==> src/rtl/core/nsc_pkg.sv <==
package nsc_pkg;

	localparam int MAX_SEEDS  = 256;
	localparam int COORD_BITS = 16;
	localparam int IDX_W      = $clog2(MAX_SEEDS);
	localparam int CNT_W      = $clog2(MAX_SEEDS + 1);
	localparam int SQ_W       = 2 * COORD_BITS;
	localparam int SUM_W      = SQ_W + 2;
	localparam int DIST_W     = 34;

	localparam logic [CNT_W-1:0] SEED_FULL = CNT_W'(MAX_SEEDS);
	localparam logic [IDX_W-1:0] SCAN_LAST = IDX_W'(MAX_SEEDS - 1);
	localparam logic [1:0]       DIMS_RESET = 2'd3;
	localparam logic [1:0]       DIMS_MIN   = 2'd1;

	typedef enum logic [1:0] {
		KIND_CLEAR = 2'd0,
		KIND_LOAD  = 2'd1,
		KIND_QUERY = 2'd2
	} kind_t;

	typedef enum logic [1:0] {
		ST_IDLE,
		ST_SCAN,
		ST_DRAIN,
		ST_DONE
	} state_t;

	typedef struct packed {
		logic [1:0]         kind;
		logic signed [15:0] coord_x;
		logic signed [15:0] coord_y;
		logic signed [15:0] coord_z;
	} item_t;

	typedef struct packed {
		logic        found;
		logic [7:0]  seed_index;
		logic [33:0] min_dist_sq;
		logic        table_overflow;
	} result_t;

	typedef struct packed {
		logic signed [COORD_BITS-1:0] x;
		logic signed [COORD_BITS-1:0] y;
		logic signed [COORD_BITS-1:0] z;
	} seed_t;

	typedef struct packed {
		logic load;
		logic rotate;
	} cell_ctl_t;

	typedef struct packed {
		logic             start;
		logic             valid;
		logic [IDX_W-1:0] idx;
	} scan_ctl_t;

	function automatic logic [COORD_BITS-1:0] abs_diff(
		input logic signed [COORD_BITS-1:0] a,
		input logic signed [COORD_BITS-1:0] b
	);
		logic signed [COORD_BITS:0] d;
		d = {a[COORD_BITS-1], a} - {b[COORD_BITS-1], b};
		if (d[COORD_BITS]) begin
			return COORD_BITS'(-d);
		end
		return COORD_BITS'(d);
	endfunction

	function automatic logic [DIST_W-1:0] sat_dist(input logic [SUM_W-1:0] s);
		if (SUM_W > DIST_W) begin
			if ((s >> DIST_W) != '0) begin
				return '1;
			end
		end
		return DIST_W'(s);
	endfunction

endpackage

==> src/rtl/core/nsc_seed_cell.sv <==
module nsc_seed_cell (
	input  logic               clk,
	input  nsc_pkg::cell_ctl_t ctl,
	input  nsc_pkg::seed_t     from_left,
	input  nsc_pkg::seed_t     from_right,
	output nsc_pkg::seed_t     seed
);

	nsc_pkg::seed_t seed_q;

	always_ff @(posedge clk) begin
		if (ctl.load) begin
			seed_q <= from_left;
		end else if (ctl.rotate) begin
			seed_q <= from_right;
		end
	end

	assign seed = seed_q;

endmodule

==> config.mk <==
export PLATFORM = sky130hd
export DESIGN_NAME = nsc_seed_cell
export DESIGN_NICKNAME = d
export VERILOG_FILES = /design/src/rtl/core/nsc_pkg.sv /design/src/rtl/core/nsc_seed_cell.sv
export SDC_FILE = /design/constraint.sdc
export NUM_CORES = 1
export LEC_CHECK = 0
export ABC_CLOCK_PERIOD_IN_PS = 6700
export BUFFER_PORTS_ARGS = -buffer_cell sky130_fd_sc_hd__buf_4
export CORE_ASPECT_RATIO = 1.75
export CORE_UTILIZATION = 40
export CTS_BUF_LIST = sky130_fd_sc_hd__clkbuf_2
export DETAILED_ROUTE_END_ITERATION = 10
export GPL_TIMING_DRIVEN = 1
export PLACE_DENSITY = 0.87
export SKIP_LAST_GASP = 1
export SYNTH_ARGS = -nofsm -noshare
export SYNTH_HDL_FRONTEND = slang
export SYNTH_SLANG_ARGS = --single-unit
==> constraint.sdc <==
create_clock -name clk -period 6.7 [get_ports clk]
set_clock_uncertainty 0.15 [all_clocks]
set_input_delay 1.005 -clock clk [delete_from_list [all_inputs] [get_ports clk]]
set_output_delay 1.005 -clock clk [all_outputs]
set_load 0.005 [all_outputs]
==> impl_metrics.csv <==
group,metric,value,unit
status,outcome,"finished, final reports clean",
timing,finalSetupTns,0,ps
place,port_buffers,146,
timing,rsz0062_at_grt,"false",
power,pwr-share-comb,0.223,
clock_tree,ctsResizeCount,0,
clock_tree,cts_root_buf,"clkbuf_2",
final_layout,n_antenna_cell,0,
hold_path,hp-class,"in2reg",
critical_path,crit_fanout,49,
clock_tree,clk_path_buf_depth,2,
clock_tree,numCtsBuffers,5,
final_layout,layout.nets,349,
synthesis,synth_top_area_share,0.697,
final_layout,stdcell_count,304,
synthesis,yosysWarnings,0,
timing,maxSlewViolCount,0,
critical_path,max_stage_delay,980,ps
synthesis,synth.area.top_cells,"edfxtp_1, mux2_2, mux2_4",
final_layout,utilization,0.647,
detailed_routing,vias,1514,
critical_path,worst_setup_path_start_kind,"primary input",
final_layout,final_area,3220,sq um
timing,layout_setup_ws,4090,ps
timing,setup_viol,0,
synthesis,yosysSeqAreaShare,0.697,
floorplanning,core,4980,sq um
synthesis,ys_types,6,
power,seqPwrFrac,0.602,
final_layout,post_route_cells_drive_above_1_share,0.808,
power,internal-power,488,uW
place,place_inst,297,
clock_tree,path_clk_slew,220,ps
detailed_routing,totalWireLength,4920,um
detailed_routing,drc,0,
synthesis,syn_inst,102,
final_layout,syn_to_final_growth,55.8,%
critical_path,crit_chain,"buf_4 > or2_2",
clock_tree,post-cts-setup-buffers,0,
critical_path,cp.depth,2,
grt,grt_max_degree,50,
critical_path,worstPathArrival,2510,ps
detailed_routing,antenna_left,0,
synthesis,synth_top_area_cell,"edfxtp_1",
power,p_per_area,195,nW/um^2
synthesis,syn-num-nets,201,
power,power.static_leakage,1.45,nW
final_layout,largest_reg_flops,48,
critical_path,crit_buf_inv,1,
critical_path,critPathCaptureType,"flop",
critical_path,cp_top_family,"simple AND/OR/NAND/NOR gates",
timing,finalHoldViolCount,0,
power,total_power,627,uW
floorplanning,fp.dieH,97.1,um
power,pwr-share-clk,0.176,
power,swShare,0.221,
power,ir_drop,0.173,mV
synthesis,avgSynthCellArea,20.3,sq um
timing,fin_crit,2610,ps
floorplanning,die_area,5470,sq um
timing,max_slew_margin,0.257,
floorplanning,num_rows,34,
floorplanning,die_x,56.3,um
grt,grt_util_all_layers,0.190,
grt,antenna_found_initial,0,
critical_path,critPathRequiredTime,6600,ps
grt,grt_pass1_wl,7640,um
floorplanning,start_util,0.415,
grt,grt-ovfl-total,0,
detailed_routing,first_iter_violations,10,
place,gp_congestion,0.714,
grt,grt_pass1_vias,1621,
timing,max_freq,0.383,GHz
power,power.switching,139,uW
hold_path,whs_path_depth,2,
synthesis,synth_area,2070,sq um
timing,min_period_over_period,0.390,
clock_tree,cts_tree,"built",
critical_path,critPathSlowestCell,"or2_2",
detailed_routing,routed_via_density,4.98,
clock_tree,clkSinkCount,48,
place,place_ws,3600,ps
clock_tree,hold_buffers,0,
timing,tightest_slew,1120,ps
clock_tree,ctsHtreeMaxLevel,2,
detailed_routing,drtPass1Iterations,4,
critical_path,path_class,"in2reg",
place,placed_area,3190,sq um
floorplanning,ioPinCount,147,
timing,hold_ws,728,ps
detailed_routing,wire_per_inst,16.2,um
run,max-cap-violations,0,
synthesis,ys_seq_elements,48,
[cells in the mapped netlist]
library cell  count
mux2_4            9
edfxtp_1         48
or2_1             1
buf_4             3
mux2_2           39
buf_6             2
[per-layer routing]
metal / wire (um) / GRT usage
met1: 1440 / 0.173
met2: 2660 / 0.333
met3: 589 / 0.0812
met4: 237 / 0.120
met5: 0 / 0
[power by group through the flow]
stage	Sequential (mW)	Clock, mW	Combinational, mW
finish	0.377	0.110	0.140
global placement	0.383	0	0.137
global route	0.380	0.125	0.149
floorplan	0.389	0	0.0370
CTS	0.378	0.114	0.141
detailed placement	0.384	0	0.141
[cell type report]
cell class | instances | area, sq um
fill | 391 | 1760
sequential | 48 | 1440
timing repair buffer | 146 | 1100
multi-input combinational | 49 | 581
tap | 54 | 67.6
clock buffer | 6 | 30.0
clock inverter | 1 | 5.00
[path summary, 6_finish.rpt]
| check | start | end | slack [ps] |
|---|---|---|---|
| max | ctl[1] | seed[33] | 4090 |
| min | from_right[4] | seed[4] | 730 |
[kinds of logic after synthesis]
group,count (synthesis),synth area share
mux,48,0.278
flops,48,0.697
buf+inv,5,0.0218
simple gates,1,0.00303
[layout by cell type, fill, tap and decap left out]
cell type / Yosys / final
edfxtp_1: 48 / 48
mux2_2: 39 / 39
clkinv_2: 0 / 1
clkbuf_2: 0 / 6
mux2_4: 9 / 9
buf_4: 3 / 146
or2_2: 0 / 1
Note: power is estimated with default switching activity, not from simulation.
