==> src/rtl/core/nsc_pkg.sv <==
package nsc_pkg;

	localparam int MAX_SEEDS  = 256;
	localparam int COORD_BITS = 16;
	localparam int IDX_W      = $clog2(MAX_SEEDS);
	localparam int CNT_W      = $clog2(MAX_SEEDS + 1);
	localparam int SQ_W       = 2 * COORD_BITS;
	localparam int SUM_W      = SQ_W + 2;
	localparam int DIST_W     = 34;

	localparam logic [CNT_W-1:0] SEED_FULL = CNT_W'(MAX_SEEDS);
	localparam logic [IDX_W-1:0] SCAN_LAST = IDX_W'(MAX_SEEDS - 1);
	localparam logic [1:0]       DIMS_RESET = 2'd3;
	localparam logic [1:0]       DIMS_MIN   = 2'd1;

	typedef enum logic [1:0] {
		KIND_CLEAR = 2'd0,
		KIND_LOAD  = 2'd1,
		KIND_QUERY = 2'd2
	} kind_t;

	typedef enum logic [1:0] {
		ST_IDLE,
		ST_SCAN,
		ST_DRAIN,
		ST_DONE
	} state_t;

	typedef struct packed {
		logic [1:0]         kind;
		logic signed [15:0] coord_x;
		logic signed [15:0] coord_y;
		logic signed [15:0] coord_z;
	} item_t;

	typedef struct packed {
		logic        found;
		logic [7:0]  seed_index;
		logic [33:0] min_dist_sq;
		logic        table_overflow;
	} result_t;

	typedef struct packed {
		logic signed [COORD_BITS-1:0] x;
		logic signed [COORD_BITS-1:0] y;
		logic signed [COORD_BITS-1:0] z;
	} seed_t;

	typedef struct packed {
		logic load;
		logic rotate;
	} cell_ctl_t;

	typedef struct packed {
		logic             start;
		logic             valid;
		logic [IDX_W-1:0] idx;
	} scan_ctl_t;

	function automatic logic [COORD_BITS-1:0] abs_diff(
		input logic signed [COORD_BITS-1:0] a,
		input logic signed [COORD_BITS-1:0] b
	);
		logic signed [COORD_BITS:0] d;
		d = {a[COORD_BITS-1], a} - {b[COORD_BITS-1], b};
		if (d[COORD_BITS]) begin
			return COORD_BITS'(-d);
		end
		return COORD_BITS'(d);
	endfunction

	function automatic logic [DIST_W-1:0] sat_dist(input logic [SUM_W-1:0] s);
		if (SUM_W > DIST_W) begin
			if ((s >> DIST_W) != '0) begin
				return '1;
			end
		end
		return DIST_W'(s);
	endfunction

endpackage

==> src/rtl/core/nsc_dist.sv <==
module nsc_dist (
	input  logic                       clk,
	input  logic                       arst_n,
	input  nsc_pkg::scan_ctl_t         ctl,
	input  nsc_pkg::seed_t             seed,
	input  nsc_pkg::seed_t             query,
	input  logic [1:0]                 dims,
	output logic [nsc_pkg::IDX_W-1:0]  best_idx,
	output logic [nsc_pkg::DIST_W-1:0] best_dist
);

	logic                                valid_s1;
	logic [nsc_pkg::IDX_W-1:0]           idx_s1;
	logic [nsc_pkg::COORD_BITS-1:0]      mag_x_s1, mag_y_s1, mag_z_s1;
	logic                                valid_s2;
	logic [nsc_pkg::IDX_W-1:0]           idx_s2;
	logic [nsc_pkg::SQ_W-1:0]            sq_x_s2, sq_y_s2, sq_z_s2;
	logic [nsc_pkg::SUM_W-1:0]           sum;
	logic                                have_q;
	logic [nsc_pkg::SUM_W-1:0]           best_q;
	logic [nsc_pkg::IDX_W-1:0]           best_idx_q;

	always_ff @(posedge clk or negedge arst_n) begin
		if (!arst_n) begin
			valid_s1 <= 1'b0;
			valid_s2 <= 1'b0;
		end else begin
			valid_s1 <= ctl.valid;
			valid_s2 <= valid_s1;
		end
	end

	always_ff @(posedge clk) begin
		idx_s1   <= ctl.idx;
		mag_x_s1 <= nsc_pkg::abs_diff(query.x, seed.x);
		mag_y_s1 <= nsc_pkg::abs_diff(query.y, seed.y);
		mag_z_s1 <= nsc_pkg::abs_diff(query.z, seed.z);
		idx_s2   <= idx_s1;
		sq_x_s2  <= nsc_pkg::SQ_W'(mag_x_s1) * nsc_pkg::SQ_W'(mag_x_s1);
		sq_y_s2  <= (dims >= 2'd2)
		          ? nsc_pkg::SQ_W'(mag_y_s1) * nsc_pkg::SQ_W'(mag_y_s1) : '0;
		sq_z_s2  <= (dims >= 2'd3)
		          ? nsc_pkg::SQ_W'(mag_z_s1) * nsc_pkg::SQ_W'(mag_z_s1) : '0;
	end

	assign sum = nsc_pkg::SUM_W'(sq_x_s2) + nsc_pkg::SUM_W'(sq_y_s2)
	           + nsc_pkg::SUM_W'(sq_z_s2);

	// scan runs newest to oldest, so ties go to the seed scanned last (lower index)
	always_ff @(posedge clk or negedge arst_n) begin
		if (!arst_n) begin
			have_q     <= 1'b0;
			best_q     <= '0;
			best_idx_q <= '0;
		end else if (ctl.start) begin
			have_q     <= 1'b0;
			best_q     <= '0;
			best_idx_q <= '0;
		end else if (valid_s2 && (!have_q || sum <= best_q)) begin
			have_q     <= 1'b1;
			best_q     <= sum;
			best_idx_q <= idx_s2;
		end
	end

	assign best_idx  = best_idx_q;
	assign best_dist = nsc_pkg::sat_dist(best_q);

endmodule

==> config.mk <==
export PLATFORM = sky130hd
export DESIGN_NAME = nsc_dist
export DESIGN_NICKNAME = d
export VERILOG_FILES = /design/src/rtl/core/nsc_pkg.sv /design/src/rtl/core/nsc_dist.sv
export SDC_FILE = /design/constraint.sdc
export NUM_CORES = 2
export LEC_CHECK = 0
export ABC_CLOCK_PERIOD_IN_PS = 18500
export BUFFER_PORTS_ARGS = -buffer_cell sky130_fd_sc_hd__buf_2
export CAP_MARGIN = 5
export CORE_MARGIN = 2
export CORE_UTILIZATION = 50
export DETAILED_ROUTE_END_ITERATION = 12
export HOLD_SLACK_MARGIN = 0.06
export PLACE_DENSITY_LB_ADDON = 0.3
export RECOVER_POWER = 100
export SETUP_SLACK_MARGIN = 0.3
export SLEW_MARGIN = 20
export SYNTH_ARGS = -nofsm -noshare
export SYNTH_HDL_FRONTEND = slang
export SYNTH_SLANG_ARGS = --single-unit
==> constraint.sdc <==
create_clock -name clk -period 18.5 [get_ports clk]
set_clock_uncertainty 0.15 [all_clocks]
set_input_delay 0.925 -clock clk [delete_from_list [all_inputs] [get_ports clk]]
set_output_delay 0.925 -clock clk [all_outputs]
set_load 0.005 [all_outputs]
==> metrics.md <==
| Metric | Value |
|---|---|
| Chip Width | approximately 260 um |
| CTS Buffer Depth | 3 |
| Worst path buffer plus inverter count | 1 |
| Iter 0 DRT Violations | ~1,300 |
| Fmax | 121 MHz |
| Grt ovf | 0 |
| Simple-gate area share of the yosys netlist | around an eighth |
| Max-cap violations | 3 |
| Commonest non-fill, non-tap cells in the layout | 764 x inv_1, 526 x fa_1, 417 x ha_1, 268 x nand2_1, 248 x nor2_1 |
| DR WL met3 | around 3400 um |
| Worst hold path class | flop to flop |
| Final setup vio count | 0 |
| CTS resizes | 0 |
| Die area | between 0.06 and 0.07 mm2 |
| First-pass iteration count of the detailed router | 5 |
| Combinational family with the most area after synthesis | adder cells |
| Multi-input gate area | 0.0252 mm2 |
| Vias in the first global route | about 24,000 |
| Row cnt | between 90 and 100 |
| Min cycle time layout | ~8.3 ns |
| Max-Slew Margin vs Limit | -64.8% |
| Clk slew on worst S/H paths | roughly 0.070 ns |
| Yosys cell types | between 80 and 90 |
| Unrepaired setup endpoints after global routing | no |
| CTS tree | done |
| Synth-to-layout area growth | 7.25% |
| Post-synthesis xor/xnor area fraction | ~5.4% |
| Cell Area, Synth | between 0.03 and 0.04 mm2 |
| Critical path's largest stage delay | between 1.5 and 2 ns |
| Yosys warnings | 0 |
| Commonest non-fill, non-tap cell in the layout | inv_1 |
| Wl on met1 | about 32,000 um |
| Clock sink count | 202 |
| Post-synth ARST share | 22.3% |
| Cell breakdown of the critical path | fa_1, ha_1, a21oi_1, o22ai_1, a2111oi_0, o31a_1, o21ai_0, a221o_1, a41oi_1, a21oi_1, xor2_1, ha_1, nor2b_1, o21ai_0, and3b_1, o221ai_1, o21ai_0, clkbuf_1, mux2i_1, nor2_1 |
| IO Port Bufs | ~150 |
| Synthesized area per cell | slightly above 9 um2 |
| Hold bufs inserted after CTS | 0 |
| Initial Utilization | between 50% and 60% |
| Critical path class | flop to flop |
| EDFF count, synth | 0 |
| Top sig layer | met5 |
| Post-DP HPWL | 60,500 um |
| Worst Tran Pin Value | ~2.4 ns |
| Multiplexer area fraction after synthesis | between 1.5 and 2% |
| Adder-Cell Fraction of Synth Area | between 40% and 50% |
| Fill cells | between 5,000 and 6,000 |
| Register area share after synthesis | 13.1% |
| Gpl congestion | approximately 0.89 |
| # DRC | 0 |
| Critical path capture point type | flop |
| First-pass GRT wire length | 120,000 um |
| Die height | ~260 um |
| Register bit total from synthesis | slightly above 200 |
| Nets@finish | between 4,000 and 5,000 |
| Share of layout cells above drive strength 1 | just over 5% |
| H-tree depth | 1 |
| Worst-path fanout max | 20 |
| Pins Over Slew Limit | around 110 |
| Largest net degree at the start of global routing | between 40 and 50 |
| Status | finished, violations left |
| Vias | roughly 24,000 |
| Final WL | 70,700 um |
| Metal2 WL | approximately 33,000 um |
| Most used cell, CP | o21ai_0 |
| Post-route ant nets | 0 |
| Cells after DPL | about 4,500 |
| Final Hold Viols | 0 |
| Cell count after synthesis | roughly 3,600 |
| Delay-heaviest family, CP | compound AO/OA/AOI/OAI gates |
| CP Launch Type | flop |
| Root buffer cell | clkbuf_16 |
| # diodes | 0 |
| Synth Area in Compound Gates | 9.42% |
| Worst Path Arrival | roughly 8.5 ns |
| Failing checks | max-capacitance violations, max-slew violations |
| Core Region | between 0.06 and 0.07 mm2 |
| Final period util | approximately 45% |
| Sequential cell area | 0.00427 mm2 |
| WL per Instance | roughly 16 um |
| Setup Buffers After CTS | 0 |
| Total I/O pin count | approximately 150 |
| Overall routing resource usage | 22.0% |
| Clk Latency, worst-skew pair | approximately 0.58 ns |
| Post-route insts no fill | around 4,600 |
| CTS Buf Count | 25 |
| Vias/cell | a little over 5 |
| Initial antenna violation count | 2 |
| CP required | roughly 19 ns |
| TNS Setup | 0 ns |
| Slowest CP cell | o21ai_0 |
| Most used DFF post-synth | dfxtp_1 |
==> Yosys cell counts, drive strengths merged (4+ instances only) <==
master / count / area [um2]
inv: 764 / 2870
fa: 526 / 10500
ha: 417 / 5220
nand2: 268 / 1010
nor2: 248 / 931
dfxtp: 157 / 3140
a21oi: 150 / 751
xnor2: 137 / 1200
and2: 134 / 840
o21ai: 89 / 445
a21o: 77 / 578
clkbuf: 70 / 263
xor2: 65 / 569
dfrtp: 45 / 1130
mux2i: 41 / 410
nor2b: 33 / 206
nor3: 32 / 165
nand3: 27 / 135
and3: 23 / 144
nand2b: 23 / 144
nand4: 21 / 131
o21a: 21 / 158
o21bai: 21 / 158
a31oi: 16 / 100
or2: 16 / 100
a211oi: 14 / 105
o31ai: 13 / 97.6
o211ai: 10 / 75.1
or3: 10 / 62.6
a2111oi: 8 / 108
nor4: 8 / 56.3
a21boi: 7 / 52.6
mux2: 6 / 67.6
a41oi: 5 / 43.8
and4: 5 / 43.8
o31a: 5 / 43.8
o221ai: 4 / 35.0
==> cells by family (layout without fill, tap and decap cells) <==
group / Yosys count / in the layout
flip-flops: 202 / 202
multiplexers: 48 / 48
adder cells (fa/ha/maj): 943 / 943
buffers and inverters: 837 / 965
AO/OA/AOI/OAI: 475 / 475
other: 1 / 2
AND/OR/NAND/NOR: 860 / 860
XOR/XNOR: 202 / 202
==> per-stage QoR <==
stage               setup slack (ns)  util (%)  instance area [um2]  hold slack, ns
floorplan                      12.16         -                32600           0.160
global placement               11.56      53.0                34200           0.161
detailed placement             11.40      53.0                34200           0.162
CTS                            11.32      54.3                35000           0.174
global route                    9.67      54.2                34900           0.179
finish                         10.24      54.2                34900           0.174
==> layout make-up <==
type                            instances  area share (%)
Timing Repair Buffer                  153            2.08
Multi-Input combinational cell       2530            72.0
Tap cell                              855            3.06
Inverter                              767            8.24
Sequential cell                       202            12.2
Clock buffer                           34            2.06
Clock inverter                         11           0.319
==> path summary, 6_finish.rpt <==
kind | from | to | slack (ns) | depth (start not counted)
max in group asynchronous | arst_n | best_idx[6] | 15.86 | 1
max reg2reg | sq_z_s2[2] | best_dist[11] | 10.24 | 20
min in group asynchronous | arst_n | best_dist[15] | 0.95 | 1
min | idx_s1[3] | idx_s2[3] | 0.17 | 0
max | sq_z_s2[2] | best_dist[11] | 10.24 | 20
min reg2reg | idx_s1[3] | idx_s2[3] | 0.17 | 0
==> registers in the layout (all words and copies together) (netlist names), 8 cells and up <==
name	cells
best_dist	34
sq_x_s2	31
sq_y_s2	31
sq_z_s2	31
mag_x_s1	16
mag_y_s1	16
mag_z_s1	16
best_idx	8
idx_s1	8
idx_s2	8
==> routing by layer <==
metal  GRT usage (%)  vias up
li1                -    11400
met1            30.4    11600
met2            36.7      498
met3            2.82      121
met4            5.35        2
met5               0        -
Power is left out: the tool's default activity adds up to more than one toggle a clock period on the data nets, which glitch-free logic cannot reach.
